===== config.mk =====
export PLATFORM = sky130hd
export DESIGN_NAME = message_slot_buffer
export DESIGN_NICKNAME = d
export VERILOG_FILES = /design/src/design/msb_pkg.sv /design/src/design/message_slot_buffer.sv /design/src/design/msb_ffs.sv /design/src/design/msb_store.sv
export VERILOG_INCLUDE_DIRS = /design/src /design/src/design
export SDC_FILE = /design/constraint.sdc
export NUM_CORES = 2
export LEC_CHECK = 0
export BUFFER_PORTS_ARGS = -buffer_cell sky130_fd_sc_hd__buf_2
export CAP_MARGIN = 40
export CORE_AREA = 3 3 376 416
export CTS_CLUSTER_DIAMETER = 200
export DETAILED_ROUTE_END_ITERATION = 10
export DIE_AREA = 0 0 379 419
export GPL_ROUTABILITY_DRIVEN = 0
export PLACE_DENSITY = 0.56
export SLEW_MARGIN = 40
export SYNTH_ARGS = -nofsm -noshare
export SYNTH_HDL_FRONTEND = slang
export SYNTH_SLANG_ARGS = --single-unit

===== constraint.sdc =====
create_clock -name clk_i -period 12.5 [get_ports clk_i]
set_clock_uncertainty 0.2 [all_clocks]
set_input_delay 0 -clock clk_i [delete_from_list [all_inputs] [get_ports clk_i]]
set_output_delay 0 -clock clk_i [all_outputs]
set_load 0.01 [all_outputs]

===== src/design/message_slot_buffer_defines.svh =====
// Assertion helpers for the message slot buffer.
`ifndef MESSAGE_SLOT_BUFFER_DEFINES_SVH
`define MESSAGE_SLOT_BUFFER_DEFINES_SVH

// Same-cycle implication, held off during reset.
`define MSB_ASSERT_NOW(label, ante, cons, msg) \
  label: assert property (@(posedge clk_i) disable iff (!rst_ni) (ante) |-> (cons)) \
    else $error(msg);

// Next-cycle implication, held off during reset.
`define MSB_ASSERT_NEXT(label, ante, cons, msg) \
  label: assert property (@(posedge clk_i) disable iff (!rst_ni) (ante) |=> (cons)) \
    else $error(msg);

`endif


===== src/design/msb_pkg.sv =====
package msb_pkg;

  localparam int SlotsDefault = 32;
  localparam int SlotW        = 5;
  localparam int CountW       = 6;
  localparam int HandleW      = 16;
  localparam int PrioW        = 2;
  localparam int TickW        = 32;
  localparam int PaddrW       = 3;
  localparam int PdataW       = 32;

  localparam logic             ModeAdd     = 1'b0;
  localparam logic             ModeRecv    = 1'b1;
  localparam logic [PrioW-1:0] PrioCaution = 2'd2;

  // register index 0 sits at byte 0; bit 2 of paddr selects the index
  localparam logic RegOvfHandle = 1'b0;

  typedef struct packed {
    logic [HandleW-1:0] handle;
    logic [PrioW-1:0]   prio;
    logic [TickW-1:0]   tick;
  } slot_rec_t;

endpackage


===== src/design/message_slot_buffer.sv =====
// An accepted item's result is registered into the output register.
// Throughput: one item per cycle while the output is not stalled; both slot
// searches are combinational priority encoders over the pending map, and the
// record store takes its write and its registered read at the accepting edge.
// Reset (rst_ni low, asynchronous): pending map, count, caution flag, output
// valid and the overflow handle register clear; slot records are not cleared.
`include "message_slot_buffer_defines.svh"

module message_slot_buffer import msb_pkg::*; #(
  parameter int SLOTS = SlotsDefault
) (
  input  logic               clk_i,
  input  logic               rst_ni,

  input  logic               psel,
  input  logic               penable,
  input  logic               pwrite,
  input  logic [PaddrW-1:0]  paddr,
  input  logic [PdataW-1:0]  pwdata,
  output logic [PdataW-1:0]  prdata,
  output logic               pready,

  input  logic               in_valid_i,
  output logic               in_ready_o,
  input  logic               mode_i,
  input  logic [HandleW-1:0] text_handle_i,
  input  logic [PrioW-1:0]   priority_req_i,
  input  logic [TickW-1:0]   tick_i,

  output logic               out_valid_o,
  input  logic               out_ready_i,
  output logic [SlotW-1:0]   slot_o,
  output logic               found_o,
  output logic               overflow_o,
  output logic [HandleW-1:0] out_handle_o,
  output logic [PrioW-1:0]   out_priority_o,
  output logic [TickW-1:0]   out_tick_o,
  output logic [CountW-1:0]  pending_count_o,
  output logic               master_caution_o
);

  localparam int IdxW = $clog2(SLOTS);
  localparam int CntW = $clog2(SLOTS + 1);

  logic [HandleW-1:0] ovf_handle_q;
  logic               cfg_wr;

  logic [SLOTS-1:0]   pend_q, pend_d, free_vec;
  logic [CntW-1:0]    count_q, count_d;
  logic               caution_q, caution_d;

  logic               add_found, rx_found;
  logic [IdxW-1:0]    add_idx, rx_idx;

  logic               accept, is_add, we, re;
  logic [IdxW-1:0]    waddr;
  slot_rec_t          wdata, rdata, rec_out;

  logic               out_valid_q;
  logic [SlotW-1:0]   slot_q, slot_d;
  logic               found_q, found_d;
  logic               ovf_q, ovf_d;
  logic               rx_hit_q, rx_hit_d;
  logic [CntW-1:0]    res_count_q;
  logic               res_caution_q;

  // config port
  assign pready = 1'b1;
  assign cfg_wr = psel && penable && pwrite && pready && (paddr[2] == RegOvfHandle);
  assign prdata = (paddr[2] == RegOvfHandle) ? PdataW'(ovf_handle_q) : '0;

  always_ff @(posedge clk_i or negedge rst_ni) begin
    if (!rst_ni) begin
      ovf_handle_q <= '0;
    end else if (cfg_wr) begin
      ovf_handle_q <= pwdata[HandleW-1:0];
    end
  end

  // slot searches
  always_comb begin
    free_vec    = ~pend_q;
    free_vec[0] = 1'b0;
  end

  msb_ffs #(.W(SLOTS), .IdxW(IdxW)) u_ffs_free (
    .vec_i   (free_vec),
    .found_o (add_found),
    .idx_o   (add_idx)
  );

  msb_ffs #(.W(SLOTS), .IdxW(IdxW)) u_ffs_pend (
    .vec_i   (pend_q),
    .found_o (rx_found),
    .idx_o   (rx_idx)
  );

  assign in_ready_o = !out_valid_q || out_ready_i;
  assign accept     = in_valid_i && in_ready_o;
  assign is_add     = (mode_i == ModeAdd);
  assign we         = accept && is_add;
  assign re         = accept && !is_add && rx_found;
  assign waddr      = add_found ? add_idx : '0;

  always_comb begin
    if (add_found) begin
      wdata = '{handle: text_handle_i, prio: priority_req_i, tick: tick_i};
    end else begin
      wdata = '{handle: ovf_handle_q, prio: PrioCaution, tick: tick_i};
    end
  end

  // record read lands in the store's output register at the accepting edge
  msb_store #(.Width($bits(slot_rec_t)), .Depth(SLOTS), .AddrW(IdxW)) u_store (
    .clk_i   (clk_i),
    .we_i    (we),
    .waddr_i (waddr),
    .wdata_i (wdata),
    .re_i    (re),
    .raddr_i (rx_idx),
    .rdata_o (rdata)
  );

  // state and result
  always_comb begin
    pend_d    = pend_q;
    count_d   = count_q;
    caution_d = caution_q;
    slot_d    = '0;
    found_d   = 1'b0;
    ovf_d     = 1'b0;
    rx_hit_d  = 1'b0;
    if (accept) begin
      if (is_add) begin
        pend_d = pend_q | (SLOTS'(1) << waddr);
        if (add_found || !pend_q[0]) begin
          count_d = count_q + CntW'(1);
        end
        if (add_found) begin
          slot_d  = SlotW'(add_idx);
          found_d = 1'b1;
        end else begin
          ovf_d     = 1'b1;
          caution_d = 1'b1;
        end
      end else if (rx_found) begin
        pend_d   = pend_q & ~(SLOTS'(1) << rx_idx);
        count_d  = count_q - CntW'(1);
        slot_d   = SlotW'(rx_idx);
        found_d  = 1'b1;
        rx_hit_d = 1'b1;
      end
    end
  end

  always_ff @(posedge clk_i or negedge rst_ni) begin
    if (!rst_ni) begin
      pend_q      <= '0;
      count_q     <= '0;
      caution_q   <= 1'b0;
      out_valid_q <= 1'b0;
    end else begin
      pend_q    <= pend_d;
      count_q   <= count_d;
      caution_q <= caution_d;
      if (in_ready_o) begin
        out_valid_q <= accept;
      end
    end
  end

  always_ff @(posedge clk_i) begin
    if (accept) begin
      slot_q        <= slot_d;
      found_q       <= found_d;
      ovf_q         <= ovf_d;
      rx_hit_q      <= rx_hit_d;
      res_count_q   <= count_d;
      res_caution_q <= caution_d;
    end
  end

  assign rec_out = rx_hit_q ? rdata : '0;

  assign out_valid_o      = out_valid_q;
  assign slot_o           = slot_q;
  assign found_o          = found_q;
  assign overflow_o       = ovf_q;
  assign out_handle_o     = rec_out.handle;
  assign out_priority_o   = rec_out.prio;
  assign out_tick_o       = rec_out.tick;
  assign pending_count_o  = CountW'(res_count_q);
  assign master_caution_o = res_caution_q;

  `MSB_ASSERT_NOW(a_count_matches_map, 1'b1, count_q == CntW'($countones(pend_q)), "count off")
  `MSB_ASSERT_NEXT(a_caution_sticky, caution_q, caution_q, "caution flag dropped")
  `MSB_ASSERT_NOW(a_found_excl_ovf, out_valid_o, !(found_o && overflow_o), "found with overflow")
  `MSB_ASSERT_NOW(a_ovf_sets_caution, out_valid_o && overflow_o, master_caution_o, "no caution")
  `MSB_ASSERT_NEXT(a_ovf_marks_slot0, accept && is_add && !add_found, pend_q[0], "slot 0 idle")

endmodule


===== src/design/msb_ffs.sv =====
module msb_ffs import msb_pkg::*; #(
  parameter int W    = SlotsDefault,
  parameter int IdxW = $clog2(SlotsDefault)
) (
  input  logic [W-1:0]    vec_i,
  output logic            found_o,
  output logic [IdxW-1:0] idx_o
);

  // lowest set bit wins
  always_comb begin
    found_o = 1'b0;
    idx_o   = '0;
    for (int i = W - 1; i >= 0; i--) begin
      if (vec_i[i]) begin
        found_o = 1'b1;
        idx_o   = IdxW'(i);
      end
    end
  end

endmodule


===== src/design/msb_store.sv =====
module msb_store import msb_pkg::*; #(
  parameter int Width = $bits(slot_rec_t),
  parameter int Depth = SlotsDefault,
  parameter int AddrW = $clog2(SlotsDefault)
) (
  input  logic             clk_i,
  input  logic             we_i,
  input  logic [AddrW-1:0] waddr_i,
  input  logic [Width-1:0] wdata_i,
  input  logic             re_i,
  input  logic [AddrW-1:0] raddr_i,
  output logic [Width-1:0] rdata_o
);

  logic [Width-1:0] mem_q [Depth];
  logic [Width-1:0] rdata_q;

  always_ff @(posedge clk_i) begin
    if (we_i) begin
      mem_q[waddr_i] <= wdata_i;
    end
  end

  always_ff @(posedge clk_i) begin
    if (re_i) begin
      rdata_q <= mem_q[raddr_i];
    end
  end

  assign rdata_o = rdata_q;

endmodule

## Word level (Yosys, flattened, before mapping)

Memory sizes are Yosys's and may differ from the RTL's. A register that Yosys moved wholly into a read port is not among the register bits.
Index checks and enable logic that the tools add are counted.

- Register bits: 71
- Bits in latches: 0
- Memory bits (writable): 1600
- Memory bits (read-only): 0
- Input bits: 93
- Output and inout port bits: 99
- Word-level logic and storage cells: 182
- Memories kept: 1

- Add/sub/neg operators: 2
- $mul: 0
- Divide/modulo/power cells: 0
- Order comparisons: 0
- Equal/unequal tests: 1
- Shift-type cells: 2
- Mux-type cells: 147
- Bitwise gates (word level): 6
- Reduce and logical (&&, ||, !) cells: 12

Memories:

| memory | depth | width | read ports | clocked after Yosys merged registers in | wr ports | line | RTL |
|---|---|---|---|---|---|---|---|
| u_store.mem_q | 32 | 50 | 1 | 1 | 1 | msb_store.sv:15 | `logic [Width-1:0] mem_q [Depth];` |

Operator list:

| operator | count |
|---|---|
| $mux W5 | 66 |
| $mux W50 | 2 |
| $mux W1 | 72 |
| $mux W32 | 2 |
| $not A32 Y32 | 2 |
| $shl A1 B5 Y32 const A | 2 |
| $and A32 B32 Y32 | 1 |
| $or A32 B32 Y32 | 1 |
| $mux W6 | 4 |
| $mux W16 | 1 |
| $logic_and A1 B1 Y1 | 7 |
| $add A6 B1 Y6 const B | 1 |
| $sub A6 B1 Y6 const B | 1 |
| $logic_not A1 Y1 | 2 |
| $logic_or A1 B1 Y1 | 2 |
| $ne A2 B1 Y1 const B | 1 |
| $not A1 Y1 | 2 |
| $reduce_and A2 Y1 | 1 |

## Longest topological paths before layout

- Depth after elaboration: 37
- Depth in mapped cells: 14
- Gate-level depth less buffers: 9

## By module

Synthesis repeated with hierarchy kept, for this count alone.

- Cell total of the unflattened synthesis: 4075
- Area, all modules: 68565.8 um^2

By module, submodules not included:

| module | times used | cells each | area an instance (um^2) | sequential area each (um^2) |
|---|---|---|---|---|
| msb_store | 1 | 3504 | 63698.6 | 49547.5 |
| message_slot_buffer | 1 | 441 | 4126.5 | 1851.8 |
| msb_ffs | 2 | 65 | 370.4 | 0.0 |

## Worst setup path before layout

No wires, ideal clock.

- Path type: register to register
- Start point: register pend_q[3]
- End point: memory u_store.mem_q[31][0] (netlist name), enable pin
- Library setup time: 0.460 ns
- Data arrival time: 4.066 ns
- Required time: 11.840 ns
- Slack: 7.774 ns
- Stages on the path, launching flop included: 9
- Buffers on the path: 0
- Clock period less this slack: 4.726 ns
- Path through: dfrtp_1 > nand2_1 > nor2_1 > nand4_1 > nor3_1 > nand2b_1 > or4_1 > or2_2 > nor2_1

- Longest elaborated chain between the ends: 5
- Elaborated cells on any way between the ends: 8
- Classes of those cells: mux: 7; bitwise: 1

RTL lines:

| element | line | RTL |
|---|---|---|
| from (decl) | message_slot_buffer.sv:48 | `logic [SLOTS-1:0] pend_q, pend_d, free_vec;` |
| from (signal assigned) | message_slot_buffer.sv:163 | `pend_q <= pend_d;` |
| $not A32 Y32 * | message_slot_buffer.sv:82 | `free_vec = ~pend_q;` |
| $mux W5 or $mux W1 (tied branches) (3 in a row) | msb_ffs.sv:15 | `if (vec_i[i]) begin` |
| $mux W5 * | message_slot_buffer.sv:103 | `assign waddr = add_found ? add_idx : '0;` |
| to (decl) | msb_store.sv:15 |  |

Mark *: on every way between the ends. The rest lies on a longest branch, timed or not.

## Worst setup path after layout

- Start point: register pend_q[1]
- End point: memory u_store.mem_q[18][5] (netlist name), enable pin

- Longest elaborated chain between the ends: 3
- Elaborated cells on any way between the ends: 4
- Classes of those cells: mux: 3; bitwise: 1

RTL lines:

| element | line |
|---|---|
| $not A32 Y32 * | message_slot_buffer.sv:82 |
| $mux W5 or $mux W1 (tied branches) | msb_ffs.sv:15 |
| $mux W5 * | message_slot_buffer.sv:103 |

Marks and branches as above.

==> qor_table.md <==
| Item | This run | Unit |
| --- | --- | --- |
| Status | complete, no violations | - |
| Share of the synthesized area in the top cell type | 73.04 | % |
| Post-Route Setup TNS | 0 | ns |
| Overall power consumption | 17.35 | mW |
| Via density per instance | 6.164 | - |
| Share of cells above drive strength 1 | 12.40 | % |
| Max-cap violations | 0 | - |
| Count of state elements after synthesis | 1721 | - |
| Number of enable flip-flop cells after synthesis | 1665 | - |
| Netlist Area Pre-Place | 0.06845 | sq mm |
| Global-route wire length before repair | 315.3 | mm |
| Post-cts resize count | 0 | - |
| CTS Buffer Depth | 3 | - |
| Primary FF master, synth | sky130_fd_sc_hd__edfxtp_1 | - |
| Syn avg cell area | 13.83 | sq um |
| Antenna violations before repair | 10 | - |
| Startpoint class of the critical path | flop | - |
| Largest fanout of any net on the critical path | 27 | - |
| Iter 0 DRT Violations | 5966 | - |
| Total of buffers placed on input and output ports | 156 | - |
| Sequential area share after synthesis | 75.09 | % |
| Top cells by area in the synthesized netlist | sky130_fd_sc_hd__edfxtp_1 (73%), sky130_fd_sc_hd__nand2_1 (5.8%), sky130_fd_sc_hd__dfrtp_1 (2.0%) | - |
| Proportion of synthesized flip-flops having asynchronous set or reset | 3.254 | % |
| Antenna viol nets, final | 0 | - |
| Number of buffers inserted to repair setup after CTS | 0 | - |
| Clock slew at the register clock pins of the worst setup and hold paths | 0.06 | ns |
| Area inside the core boundary | 0.1520 | sq mm |
| Worst hold-check path type | input port to flop | - |
| Areal power density over the cells | 221.3 | mW/mm^2 |
| Most area-hungry cell type in the Yosys netlist | sky130_fd_sc_hd__edfxtp_1 | - |
| Horizontal die dimension | 379 | um |
| Share of the core filled with cells | 51.58 | % |
| Required time of the critical path | 12.73 | ns |
| Critical path arrival | 6.08 | ns |
| Clock tree from TritonCTS | built | - |
| Fin. Hold Viols | 0 | - |
| TritonCTS sink count | 1721 | - |
| Number of distinct library cell variants in the gate-level netlist after synthesis | 84 | - |
| Detailed-router iteration count before antenna repair | 6 | - |
| Non-filler instance count after layout | 7324 | - |
| Crit Path Category | flop to flop | - |
| Root Buffer | sky130_fd_sc_hd__clkbuf_16 | - |
| Element type at the critical path end | flop | - |
| Row count | 150 | - |
| Clock latency on the worst-skew pair | 0.82 | ns |
| Total cell area at the placement stage | 0.07201 | sq mm |
| Total setup violations reported at the end of the flow | 0 | - |
| Smallest setup slack after layout | 6.654 | ns |
| Highest-count cells in the layout ignoring fill and taps | sky130_fd_sc_hd__edfxtp_1 (1665), sky130_fd_sc_hd__nand2_1 (1039), sky130_fd_sc_hd__nand3_1 (252), sky130_fd_sc_hd__nor3_1 (183), sky130_fd_sc_hd__a31oi_1 (178) | - |
| Placed Cells | 6895 | - |
| Wire length per cell after detailed routing | 30.43 | um |
| Nets | 5306 | - |
| Most common library cell in the layout ignoring fill and taps | sky130_fd_sc_hd__edfxtp_1 | - |
| Tightest slew margin relative to the limit | 38.70 | % |
| Standby leakage power | 25.92 | nW |
| Highest Clock Rate | 0.1710 | GHz |
| Filler Cells Inserted | 12790 | - |
| Unrepaired setup endpoints after global routing | false | - |
| Total die area | 0.1588 | sq mm |
| Gate count of the mapped netlist | 4950 | - |
| Largest net degree at the start of global routing | 129 | - |
| Total GRT Usage | 27.84 | % |
| Number of H-tree branching levels | 4 | - |
| Number of warnings issued by yosys | 0 | - |
| Placement Setup Slack | 6.617 | ns |
| Peak ir drop on the vdd network | 256.7 | uV |
| Via Count | 45150 | - |
| Via count of the first global-routing pass | 42720 | - |
| Post-DP HPWL | 114.4 | mm |
| Ratio of final minimum period to clock period | 46.77 | % |
| DRC violations left | 0 | - |
| Number of clock buffers inserted by TritonCTS | 173 | - |
| Total length of routed wires | 222.9 | mm |
| Die Ht | 419 | um |
| Worst Hold Margin | 0.04886 | ns |
| Final critical path time including I/O delays and setup | 5.846 | ns |
| Initial cell density of the core | 45.03 | % |
| Cell area after layout | 0.07841 | sq mm |
| Number of pins exceeding their max-slew limit in the final report | 0 | - |
| Total I/O pin count | 192 | - |
| Transition at the pin with the smallest max-transition slack | 0.9195 | ns |
| GRT overflow | 0 | - |
| Synth-to-layout area growth | 14.54 | % |
cells in the mapped netlist, types with 4 or more instances:
library cell,count
sky130_fd_sc_hd__buf_2,141
sky130_fd_sc_hd__a2111oi_0,33
sky130_fd_sc_hd__o21ai_1,10
sky130_fd_sc_hd__buf_6,4
sky130_fd_sc_hd__nor2_1,167
sky130_fd_sc_hd__mux2i_1,61
sky130_fd_sc_hd__a22o_1,12
sky130_fd_sc_hd__o311ai_0,15
sky130_fd_sc_hd__o221ai_1,89
sky130_fd_sc_hd__a31oi_1,178
sky130_fd_sc_hd__a211o_1,6
sky130_fd_sc_hd__or3_1,68
sky130_fd_sc_hd__nor4_1,48
sky130_fd_sc_hd__nand4_1,46
sky130_fd_sc_hd__nor3_1,186
sky130_fd_sc_hd__a311oi_1,19
sky130_fd_sc_hd__or4_1,9
sky130_fd_sc_hd__and2_1,54
sky130_fd_sc_hd__o211ai_1,48
sky130_fd_sc_hd__o41ai_1,5
sky130_fd_sc_hd__o22ai_1,58
sky130_fd_sc_hd__a211oi_1,18
sky130_fd_sc_hd__nand2b_1,15
sky130_fd_sc_hd__a32o_1,5
sky130_fd_sc_hd__a21oi_1,82
sky130_fd_sc_hd__a32oi_1,24
sky130_fd_sc_hd__o21ai_0,151
sky130_fd_sc_hd__nand3_1,254
sky130_fd_sc_hd__inv_1,11
sky130_fd_sc_hd__buf_4,39
sky130_fd_sc_hd__nor2b_1,20
sky130_fd_sc_hd__nor4_2,4
sky130_fd_sc_hd__nand2_1,1055
sky130_fd_sc_hd__dfrtp_1,56
sky130_fd_sc_hd__and3_1,7
sky130_fd_sc_hd__edfxtp_1,1665
sky130_fd_sc_hd__mux2_2,33
sky130_fd_sc_hd__o22a_1,8
sky130_fd_sc_hd__buf_1,25
sky130_fd_sc_hd__a22oi_1,11
sky130_fd_sc_hd__or2_1,4
sky130_fd_sc_hd__xor2_1,4
sky130_fd_sc_hd__clkbuf_1,139
final timing paths:
path	start	end	slack (ns)	depth (start not counted)
min in group asynchronous	rst_ni	ovf_handle_q[5]	0.17	4
min reg2reg	count_q[5]	count_q[5]	0.26	1
max in group asynchronous	rst_ni	pend_q[31]	11.53	4
max	pend_q[1]	u_store.mem_q[18][5]	6.65	9
max reg2reg	pend_q[1]	u_store.mem_q[18][5]	6.65	9
min	tick_i[28]	u_store.mem_q[13][28]	0.05	2
metal layers:
layer	up-vias	track usage, %	wire (um)
met3	415	4.829	20530
met4	0	9.546	7882
met5	-	0	0
li1	19370	-	-
met1	23020	39.14	90780
met2	2346	43.98	103700
registers in the layout (all words and copies together), names as in the netlist:
signal            cells
u_store.mem_q      1600
u_store.rdata_o      50
pend_q               32
ovf_handle_q         16
count_q               6
pending_count_o       6
slot_o                5
caution_q             1
found_o               1
master_caution_o      1
out_valid_o           1
overflow_o            1
rx_hit_q              1
critical path, stage by stage, from the launching register on:
cell	delay, ns
sky130_fd_sc_hd__dfrtp_1	0.64
sky130_fd_sc_hd__nand4_1	0.26
sky130_fd_sc_hd__nor3_1	0.08
sky130_fd_sc_hd__nand2_1	0.38
sky130_fd_sc_hd__buf_4	0.40
sky130_fd_sc_hd__clkinv_1	0.63
sky130_fd_sc_hd__or4_2	1.19
sky130_fd_sc_hd__nor2_4	0.49
sky130_fd_sc_hd__buf_4	0.44
sky130_fd_sc_hd__buf_4	0.68
cell type report:
class,instances,area [sq um],share of cell area [%]
clock buffer,228,4557,5.812
inverter,14,53.80,0.06862
tap,1976,2472,3.153
sequential,1721,51400,65.55
timing repair buffer,419,3351,4.274
clock inverter,83,675.6,0.8617
multi-input combinational,2882,15900,20.27
antenna,1,2.502,0.003192
power by group:
part           leakage, nW  internal [mW]  switching (mW)
Clock                 2.55           2.73            2.18
Sequential            15.7           6.57           0.106
Combinational         7.66           1.53            4.23
timing repair:
action / in CTS / in global routing
setup endpoints to repair: 0 / 0
hold endpoints to repair: 1705 / 0
hold buffers: 115 / 0
cells by family (layout without fill, tap and decap cells):
family / count (synthesis) / count (layout) / synth area share (%)
buf+inv: 362 / 744 / 2.500
fa+ha+maj: 2 / 2 / 0.03655
simple gates: 1946 / 1946 / 12.58
xor+xnor: 5 / 5 / 0.06397
mux: 95 / 95 / 1.451
compound gates: 817 / 817 / 8.267
other cells: 2 / 18 / 0.01097
flops: 1721 / 1721 / 75.09
(Power assumes the default switching activity.)
